<file path="src/rtl/fmtt_pkg.sv">
// ----------------------------------------------------------------------------
// fmtt_pkg
// Shared widths, operation codes and controller/datapath interface types for
// the frame milestone timestamp table.
// ----------------------------------------------------------------------------
package fmtt_pkg;

  // Default ring depth
  localparam int CAPACITY_DEF = 64;

  // Milestones per record
  localparam int NMILE = 6;

  // Field widths
  localparam int FUNC_W  = 3;
  localparam int KEY_W   = 64;
  localparam int DISP_W  = 8;
  localparam int LAYER_W = 3;
  localparam int TIME_W  = 64;
  localparam int SLOT_W  = 6;
  localparam int MILE_W  = 3;

  // Stream widths
  localparam int S_TDATA_W = 144;
  localparam int S_TUSER_W = 3;
  localparam int M_TDATA_W = 152;
  localparam int M_TUSER_W = 5;

  // Operation codes
  localparam logic [FUNC_W-1:0] FUNC_SUBMIT     = 3'd0;
  localparam logic [FUNC_W-1:0] FUNC_QUEUE      = 3'd1;
  localparam logic [FUNC_W-1:0] FUNC_SCHEDULE   = 3'd2;
  localparam logic [FUNC_W-1:0] FUNC_PRESENT    = 3'd3;
  localparam logic [FUNC_W-1:0] FUNC_DISPLAY    = 3'd4;
  localparam logic [FUNC_W-1:0] FUNC_COMPLETION = 3'd5;
  localparam logic [FUNC_W-1:0] FUNC_QUERY_KEY  = 3'd6;
  localparam logic [FUNC_W-1:0] FUNC_QUERY_NEW  = 3'd7;

  // Result kinds loaded into the output register
  localparam logic [1:0] EMIT_OK    = 2'd0;
  localparam logic [1:0] EMIT_MISS  = 2'd1;
  localparam logic [1:0] EMIT_QUERY = 2'd2;

  // Last milestone index
  localparam logic [MILE_W-1:0] MILE_LAST = MILE_W'(NMILE - 1);

  // Stored record body
  typedef struct packed {
    logic [LAYER_W-1:0] layer;
    logic [DISP_W-1:0]  disp;
    logic [KEY_W-1:0]   key;
  } rec_t;

  // Controller to datapath commands
  typedef struct packed {
    logic       load;      // latch a new transaction, arm the scan
    logic       newest;    // select the newest slot
    logic       search;    // advance the key scan
    logic       claim;     // take the slot at the write pointer
    logic       wr_mile;   // write one milestone time
    logic       wr_create; // write the milestone row of a new record
    logic       mstep;     // advance the milestone counter
    logic       emit;      // load the output register
    logic [1:0] emit_kind;
  } cmd_t;

  // Datapath to controller status
  typedef struct packed {
    logic [FUNC_W-1:0] func;
    logic              fill_zero;
    logic              hit;
    logic              miss;
    logic              mcnt_last;
    logic              out_free;
  } stat_t;

endpackage

</file>
<file path="src/rtl/fmtt_ctrl.sv">
// ----------------------------------------------------------------------------
// fmtt_ctrl
// Controller: sequences dispatch, key scan, memory writes and result output
// for one transaction at a time.
// ----------------------------------------------------------------------------
module fmtt_ctrl
  import fmtt_pkg::*;
(
  input  logic  clk,
  input  logic  rst,
  input  logic  in_valid,
  output logic  in_ready,
  input  stat_t stat,
  output cmd_t  cmd
);

  localparam logic [3:0] ST_IDLE   = 4'd0;
  localparam logic [3:0] ST_DISP   = 4'd1;
  localparam logic [3:0] ST_SEARCH = 4'd2;
  localparam logic [3:0] ST_WRITE  = 4'd3;
  localparam logic [3:0] ST_CLAIM  = 4'd4;
  localparam logic [3:0] ST_CREATE = 4'd5;
  localparam logic [3:0] ST_RESP   = 4'd6;
  localparam logic [3:0] ST_MISS   = 4'd7;
  localparam logic [3:0] ST_QRD    = 4'd8;
  localparam logic [3:0] ST_QOUT   = 4'd9;

  logic [3:0] state;
  logic [3:0] state_next;
  logic       is_submit;
  logic       is_mile;

  assign in_ready  = (state == ST_IDLE);
  assign is_submit = (stat.func == FUNC_SUBMIT);
  assign is_mile   = (stat.func <= FUNC_COMPLETION);

  // Hold state
  always_ff @(posedge clk) begin
    if (rst) begin
      state <= ST_IDLE;
    end else begin
      state <= state_next;
    end
  end

  // Decode next state and commands
  always_comb begin
    state_next    = state;
    cmd           = '0;
    cmd.emit_kind = EMIT_OK;
    case (state)
      ST_IDLE: begin
        if (in_valid) begin
          cmd.load   = 1'b1;
          state_next = ST_DISP;
        end
      end
      ST_DISP: begin
        if (stat.func == FUNC_QUERY_NEW) begin
          if (stat.fill_zero) begin
            state_next = ST_MISS;
          end else begin
            cmd.newest = 1'b1;
            state_next = ST_QRD;
          end
        end else if (stat.fill_zero) begin
          state_next = is_submit ? ST_CLAIM : ST_MISS;
        end else begin
          state_next = ST_SEARCH;
        end
      end
      ST_SEARCH: begin
        cmd.search = 1'b1;
        if (stat.hit) begin
          state_next = is_mile ? ST_WRITE : ST_QRD;
        end else if (stat.miss) begin
          state_next = is_submit ? ST_CLAIM : ST_MISS;
        end
      end
      ST_WRITE: begin
        cmd.wr_mile = 1'b1;
        state_next  = ST_RESP;
      end
      ST_CLAIM: begin
        cmd.claim  = 1'b1;
        state_next = ST_CREATE;
      end
      ST_CREATE: begin
        cmd.wr_create = 1'b1;
        if (stat.mcnt_last) begin
          state_next = ST_RESP;
        end
      end
      ST_RESP: begin
        if (stat.out_free) begin
          cmd.emit   = 1'b1;
          state_next = ST_IDLE;
        end
      end
      ST_MISS: begin
        if (stat.out_free) begin
          cmd.emit      = 1'b1;
          cmd.emit_kind = EMIT_MISS;
          state_next    = ST_IDLE;
        end
      end
      ST_QRD: begin
        state_next = ST_QOUT;
      end
      ST_QOUT: begin
        if (stat.out_free) begin
          cmd.emit      = 1'b1;
          cmd.emit_kind = EMIT_QUERY;
          cmd.mstep     = 1'b1;
          state_next    = stat.mcnt_last ? ST_IDLE : ST_QRD;
        end
      end
      default: begin
        state_next = ST_IDLE;
      end
    endcase
  end

endmodule

</file>
<file path="config.mk">
export PLATFORM = sky130hd
export DESIGN_NAME = fmtt_ctrl
export DESIGN_NICKNAME = d
export VERILOG_FILES = /design/src/rtl/fmtt_pkg.sv /design/src/rtl/fmtt_ctrl.sv
export SDC_FILE = /design/constraint.sdc
export NUM_CORES = 1
export LEC_CHECK = 0
export BUFFER_PORTS_ARGS = -buffer_cell sky130_fd_sc_hd__buf_2
export CAP_MARGIN = 20
export CORE_AREA = 2 2 39 41
export DETAILED_ROUTE_END_ITERATION = 6
export DIE_AREA = 0 0 41 43
export GPL_TIMING_DRIVEN = 0
export PLACE_DENSITY_LB_ADDON = 0.3
export SLEW_MARGIN = 20
export SYNTH_ARGS = -nofsm -noshare
export SYNTH_HDL_FRONTEND = slang
export SYNTH_SLANG_ARGS = --single-unit
</file>
<file path="constraint.sdc">
create_clock -name clk -period 1.8 [get_ports clk]
set_input_delay 0.18 -clock clk [delete_from_list [all_inputs] [get_ports clk]]
set_output_delay 0.18 -clock clk [all_outputs]
set_load 0.005 [all_outputs]
</file>
==> metrics.txt, run 1 <==
routed metal-1 wire length 563 um; Ant. Diodes 0; Post-CTS Setup Inserts 0; initial antenna violation count 0; Skew-Pair Late Insertion Delay 0.24 ns; power share of the combinational group 64.9%; Synth cell types 36; Worst setup EP type output port; clock sink count 4; wire length per cell 11.6 um; cell taking the most area after synthesis dfxtp_1; Synth async-reset ratio 0%; via/cell ratio 5.41; Mapped Nets 76; switching power 0.000306 W; hold path start rst; metal3 WL 66 um; biggest regs state (4); Hold Crit Depth 4; clk_skew 0.00842 ns; IO Port Bufs 21; cts bufs inserted 3; Final Hold Vio Count 0; Yosys top cell area share 15.7%; drt total wl 1220 um; clock-pin slew on the worst setup and hold paths 0.03 ns; top sig layer met4; max-slew violations 0; max_slew headroom 73.8%; global route total overflow 0; maximum vdd drop 560 uV; initial DRC count 21; yosys warns 0; synthesized area per cell 7.83 sq um; Row Count 14; Top reg by flops state; fin nets 102; max reg flops 4; most used flip-flop cell after synthesis dfxtp_1; worst r2r src state[2]; Area Growth Syn to Fin 29.0%; drt pass-1 iters 4; CP Class register to output port; Synth Cell Area 509 sq um; share of post-route cells with drive strength above 1 43.8%; clock share of power 15.2%; Worst Hold Slack 0.291 ns; Final GP Congestion 0.861; dpl ws 0.242 ns; Hold Crit Class input pin to register; Int Pwr 0.000426 W; maxcap violations 0; core area 1380 sq um; first-pass GRT wire length 1940 um; Met2 Routed Length 576 um; Post-DRT Antenna Nets 0; DRC viols 0; minimum clock period 1.62 ns; critical path's slowest cell or2b_2; Critical Path, Cell by Cell clkbuf_2 -> buf_6 -> or2b_2 -> nor3_1 -> buf_2; top cells by count, synth a21oi_1, nor2_1, dfxtp_1, nor3_1; status finished clean; die height 43 um; Reg2Reg Setup Slack 0.23 ns; crit path setup slack, layout 0.184 ns; worst-path fanout max 10; Total Power 0.000732 W; Final setup viols 0; H-tree depth 1; switching portion of total power 41.9%; Bufs and invs on worst path 3; Total GRT Usage 15.7%; Worst Path Arrival 1.44 ns; Max Root-Sink Buffers 2; Worst R2R Path Depth 5; pin count of the biggest net entering global routing 11; Fmax 619 MHz; Detail Placement HPWL 993 um; Static Leak 0.301 nW; Pwr Density 1110 nW/um^2; Seq/Total Area, Yosys 15.7%; die footprint 1760 sq um; CTS tree yes; hold endpoint state[1]; Worst Tran Pin Value 0.392 ns; Final Cycle Share 89.8%; fillers 140; Critical Path Start Type register; CP Data Required Time 1.62 ns; Worst R2R End state[2]; number of global-route vias before repair 483; number of synthesized register bits 4; initial core utilization 36.8%; CP delay by family, top buffers and inverters; largest stage delay on the critical path 0.31 ns; die width 41 um; hold-fix buffers at CTS 0; Total Neg Setup Slack 0 ns; Top-Level Pins 22; post_cts resized 0; root buffer cell clkbuf_4; RSZ-0062 raised after global routing no; Area contributors post-synth dfxtp_1, buf_6, or2b_2; Post-synth EDFFs 0; Via Count 568; Reg power frac 19.9%; Mapped Cells 65
tightest hold or removal path: cells and delay by family:
family	cells	cell delay [ns]
AO/OA/AOI/OAI	1	0.06
buffers and inverters	2	0.16
AND/OR/NAND/NOR	1	0.07
kinds of logic after synthesis:
logic type      synth area share [%]
compound gates                  24.8
simple gates                    46.7
flops                           15.7
buf+inv                         12.8
area by class of cell:
class	instances	area, sq um	area share (%)
tap	16	20.0	3.05
buffer	6	53.8	8.19
inverter	3	11.3	1.71
sequential	4	80.1	12.2
timing repair buffer	21	105	16.0
clock buffer	3	22.5	3.43
multi-input combinational	52	364	55.4
metrics by stage:
stage	utilization, %	cell area (sq um)	cells
finish	47.5	657	105
global route	47.5	657	105
CTS	47.5	657	105
detailed placement	45.8	634	102
global placement	45.8	634	102
floorplan	-	509	65
worst max-delay path by stage:
stage | from | to | slack (ns) | cells past startpoint
after floorplan | state[0] | state[0] | 0.33 | 5
after global placement | state[2] | state[2] | 0.24 | 5
after detailed placement | state[2] | state[2] | 0.24 | 5
after CTS | state[2] | cmd[6] | 0.17 | 5
after global routing | state[2] | cmd[6] | 0.07 | 5
final | state[2] | cmd[6] | 0.18 | 5
placed cells by master (no fill, tap or decap), types with 3 or more instances in the layout:
cell type,instances
or2b_2,3
dfxtp_1,4
a21oi_1,5
inv_1,3
buf_2,21
buf_6,3
clkbuf_4,3
or3_1,3
nor3_1,4
nor2_1,5
per-layer routing:
layer / vias up / global-route usage, %
li1: 298 / -
met5: - / 0
met1: 250 / 23.2
met4: 0 / 3.33
met2: 18 / 21.6
met3: 2 / 5.24
power by group through the flow:
stage / sequential, W / combinational, W / clock (W)
2_1_floorplan: 0.000141 / 0.000348 / 0
3_3_place_gp: 0.000148 / 0.000470 / 0
3_5_place_dp: 0.000147 / 0.000471 / 0
4_1_cts: 0.000145 / 0.000473 / 0.000117
5_1_grt: 0.000150 / 0.000527 / 0.000128
6_report: 0.000146 / 0.000475 / 0.000111
Power figures use the tool's default switching activity.
==> inputs of run 2 (changes only) <==
Settings changed: ABC_AREA set to 1.
==> run 2 against run 1 <==
Final cell count increased by 26%. Non-clock buffer count decreased by 5. Utilization decreased by 1.6 points. Sequential power increased by 17%. Total power increased by 8.8%. Worst hold slack got worse by 0.14 ns. Count of clock-buffer cells in the layout unchanged. Flip-flop and latch count unchanged. Largest cell class unchanged. Largest power group unchanged.
==> metrics.txt, run 2 <==
status finished clean; die footprint 1760 sq um; minimum clock period 1.48 ns; Skew-Pair Late Insertion Delay 0.23 ns; maximum vdd drop 782 uV; Static Leak 0.382 nW; yosys warns 0; top cells by count, synth nand2_1, inv_1, nor2_1; Placed Instances 129; Yosys top cell area share 17.0%; worst-path fanout max 5; biggest regs state (4); drt total wl 1160 um; Seq/Total Area, Yosys 16.5%; max_slew headroom 81.9%; most used flip-flop cell after synthesis dfxtp_1; Total Power 0.000797 W; clock sink count 4; pin count of the biggest net entering global routing 8; Final GP Congestion 0.827; Total Neg Setup Slack 0 ns; max-slew violations 0; core area 1380 sq um; max reg flops 4; CP Class register to output port; DRC viols 0; Post-CTS Setup Inserts 0; maxcap violations 0; clk_skew 0.00231 ns; first-pass GRT wire length 1960 um; most common library cell in the layout ignoring fill and taps nand2_1; RSZ-0062 raised after global routing no; Synth cell types 16; Top-Level Pins 22; Pwr Density 1260 nW/um^2; Ant. Diodes 0; Total GRT Usage 15.4%; Post-DRT Antenna Nets 0; dpl ws 0.532 ns; cts bufs inserted 3; hold-fix buffers at CTS 0; Via Count 609; Top reg by flops state; Area contributors post-synth nand2_1, dfxtp_1, inv_1; Detail Placement HPWL 1000 um; initial antenna violation count 0; Critical Path Start Type register; global route total overflow 0; Final Cycle Share 82.4%; Final Hold Vio Count 0; Mapped Cells 92; Final setup viols 0; Mapped Nets 103; number of synthesized register bits 4; initial DRC count 2; CTS tree yes; Worst Tran Pin Value 0.270 ns; cell taking the most area after synthesis nand2_1; Hold Crit Class input pin to register; Synth async-reset ratio 0%; H-tree depth 1; synthesized area per cell 5.29 sq um; die width 41 um; Area Growth Syn to Fin 30.3%; crit path setup slack, layout 0.318 ns; root buffer cell clkbuf_4; wire length per cell 8.77 um; CP Data Required Time 1.62 ns; most frequent cell after synthesis nand2_1; post-layout util 45.8%; fin nets 129; via/cell ratio 4.61; number of global-route vias before repair 539; Max Root-Sink Buffers 2; Fmax 675 MHz; Row Count 14; drt pass-1 iters 4; die height 43 um; IO Port Bufs 21; most frequent cells in the layout nand2_1, buf_2, inv_1; clock-pin slew on the worst setup and hold paths 0.04 ns; Synth Cell Area 487 sq um; Post-synth EDFFs 0; initial core utilization 35.2%; share of post-route cells with drive strength above 1 31.0%; Worst Path Arrival 1.30 ns; post_cts resized 0; Worst setup EP type output port; Final Non-Filler Cells 132
## run 2: worst paths after layout
path | slack (ns) | startpoint | depth (start not counted) | endpoint
setup reg to reg | 0.53 | state[1] | 6 | state[2]
hold / removal | 0.15 | rst | 2 | state[3]
hold reg to reg | 0.54 | state[2] | 2 | state[2]
setup / recovery | 0.32 | state[3] | 6 | cmd[3]
## run 2: cell families (layout without fill, tap and decap cells)
kind of cell	after synthesis	in the layout	share of synthesized area, %
simple gates	60	60	58.4
buf+inv	19	43	15.4
compound gates	9	9	9.77
flops	4	4	16.5
## run 2: final cells by class
type	count	area (sq um)
plain buffers	1	7.51
clock buffers	3	22.5
fillers	163	749
inverters	18	67.6
multi-input cells	69	332
flip-flops and latches	4	80.1
well taps	16	20.0
repair buffers	21	105
## run 2: metrics by stage
| step | hold slack, ns | area [sq um] |
|---|---|---|
| after CTS | 0.142 | 634 |
| after detailed placement | 0.388 | 612 |
| after floorplan | 0.249 | 487 |
| after global routing | 0.157 | 634 |
| final | 0.147 | 634 |
| after global placement | 0.388 | 612 |
## run 2: worst max-delay path: stages (launching register included)
cell and delay [ns]:
dfxtp_1 0.34, inv_1 0.10, nor2_1 0.20, nand2_2 0.11
nor2_1 0.12, buf_4 0.11, buf_2 0.09
## run 2: metal layers
layer | global-route usage, % | wire [um] | vias up
li1 | - | - | 339
met1 | 21.2 | 586 | 259
met2 | 24.4 | 532 | 11
met3 | 0 | 38 | 0
met4 | 6.00 | 0 | 0
met5 | 0 | 0 | -
## run 2: where the power goes
| part | internal, W | total (W) | switching, W |
|---|---|---|---|
| combinational | 0.000195 | 0.000517 | 0.000322 |
| sequential | 0.000121 | 0.000171 | 0.0000503 |
| clock | 0.0000744 | 0.000109 | 0.0000343 |
| total | 0.000390 | 0.000797 | 0.000407 |
==> inputs of run 3 (changes only) <==
Clock period 1.8 ns to 1.24 ns, I/O delays scaled along.
==> run 3 against run 2 <==
Sequential share of layout area is 0.32 points higher. Critical path depth stayed put. The flow now finishes with violations (setup timing). Clock power is 45% higher. Flip-flop and latch count stayed put. Worst hold slack worse by 0.064 ns. Via count is 7.1% higher. Total power is 73% higher. First-iteration DRC count grew to 3.5 times the previous value. Global-route usage is 0.40 points higher.
==> metrics.txt, run 3 (synthesis results as in run 2) <==
Finished Cell Area 734 sq um; Final Cycle Share 104%; switching portion of total power 51.3%; dpl ws -0.0280 ns; wire length per cell 9.96 um; Int Pwr 0.000671 W; die height 43 um; register area 95.1 sq um; global route total overflow 0; share of post-route cells with drive strength above 1 45.8%; hold endpoint state[3]; core area 1380 sq um; die footprint 1760 sq um; hold-fix buffers at CTS 0; Worst R2R End state[2]; RSZ-0062 raised after global routing yes; switching power 0.000707 W; initial antenna violation count 0; DRC viols 0; Detail Placement HPWL 1000 um; number of global-route vias before repair 543; Worst setup EP type output port; Total GRT Usage 15.8%; Critical Path Start Type register; drt pass-1 iters 4; pin count of the biggest net entering global routing 8; clock-pin slew on the worst setup and hold paths 0.04 ns; H-tree depth 1; initial DRC count 7; Final Hold Vio Count 0; fillers 155; die width 41 um; Top reg by flops state; cts bufs inserted 3; crit path setup slack, layout -0.0528 ns; Worst Tran Pin Value 0.218 ns; Max Root-Sink Buffers 2; minimum clock period 1.29 ns; Hold Crit Class input pin to register; Via Count 652; power share of the combinational group 65.3%; Pwr Density 1880 nW/um^2; first-pass GRT wire length 2010 um; worst r2r src state[0]; Area Growth Syn to Fin 50.9%; Static Leak 0.420 nW; placed cell areas 612 sq um; maximum vdd drop 1270 uV; Total Neg Setup Slack -0.0911 ns; Final setup viols 3; Top-Level Pins 22; CP Data Required Time 1.12 ns; maxcap violations 0; most frequent cells in the layout nand2_1, buf_2, inv_1; Reg2Reg Setup Slack 0.05 ns; Worst R2R Path Depth 8; status complete, but fails checks; fin nets 131; clk_skew 0.00232 ns; max reg flops 4; hold path start rst; Post-DRT Antenna Nets 0; clock share of power 11.4%; max-slew violations 0; CTS tree yes; Hold Crit Depth 2; area of the multi-input gates 389 sq um; worst-path fanout max 6; failing checks setup timing; Total Power 0.00138 W; Ant. Diodes 0; IO Port Bufs 21; Row Count 14; drt total wl 1340 um; clock sink count 4; Reg power frac 23.3%; initial core utilization 35.2%; Worst Path Arrival 1.17 ns; max_slew headroom 85.4%; Final GP Congestion 0.827; Skew-Pair Late Insertion Delay 0.23 ns; biggest regs state (4); root buffer cell clkbuf_4; via/cell ratio 4.87; CP Class register to output port; Fmax 774 MHz; post-layout util 53.1%
==> run 3: per-layer routing <==
layer / up-vias / GRT usage [%] / routed length, um
met5: - / 0 / 0
met4: 0 / 6.00 / 12
met3: 2 / 0 / 57
met2: 23 / 25.3 / 677
met1: 285 / 21.5 / 587
li1: 342 / - / -
==> run 3: area by class of cell <==
class                      instances  area share [%]
buffer                             1            1.02
clock buffer                       3            3.07
inverter                          18            10.9
multi-input combinational         69            53.0
sequential                         4            12.9
tap                               16            2.73
timing repair buffer              23            16.4
==> run 3: worst max path at each step <==
stage	start	end	slack, ns	cells past startpoint
after floorplan	state[3]	state[1]	0.15	7
after global routing	state[0]	cmd[3]	-0.11	6
after detailed placement	state[0]	state[2]	-0.03	6
after global placement	state[0]	state[2]	-0.02	6
after CTS	state[3]	cmd[3]	-0.04	6
final	state[0]	cmd[3]	-0.05	6
==> run 3: repair_timing <==
action / 4_1_cts / 5_1_grt
setup buffers: 2 / 0
pin swaps: 3 / 4
resized for setup: 13 / 19
setup endpoints to repair: 12 / 13
==> run 3: through the flow <==
step | cells | hold WS, ns
CTS | 134 | 0.0786
floorplan | 92 | 0.193
finish | 134 | 0.0834
detailed placement | 129 | 0.332
global placement | 129 | 0.332
global route | 134 | 0.0920
==> run 3: worst max-delay path, cell delays in order (launching register included) <==
cell and delay, ns:
dfxtp_4 0.38, inv_4 0.05, nor2_4 0.14, nand2_4 0.09, nor2_4 0.08, buf_4 0.10, buf_2 0.09
==> run 3: power groups by stage <==
| stage | clock network [W] | logic, W | registers [W] |
|---|---|---|---|
| finish | 0.000158 | 0.000900 | 0.000321 |
| floorplan | 0 | 0.000553 | 0.000235 |
| CTS | 0.000168 | 0.000816 | 0.000279 |
| detailed placement | 0 | 0.000755 | 0.000248 |
| global route | 0.000173 | 0.00101 | 0.000332 |
| global placement | 0 | 0.000748 | 0.000249 |
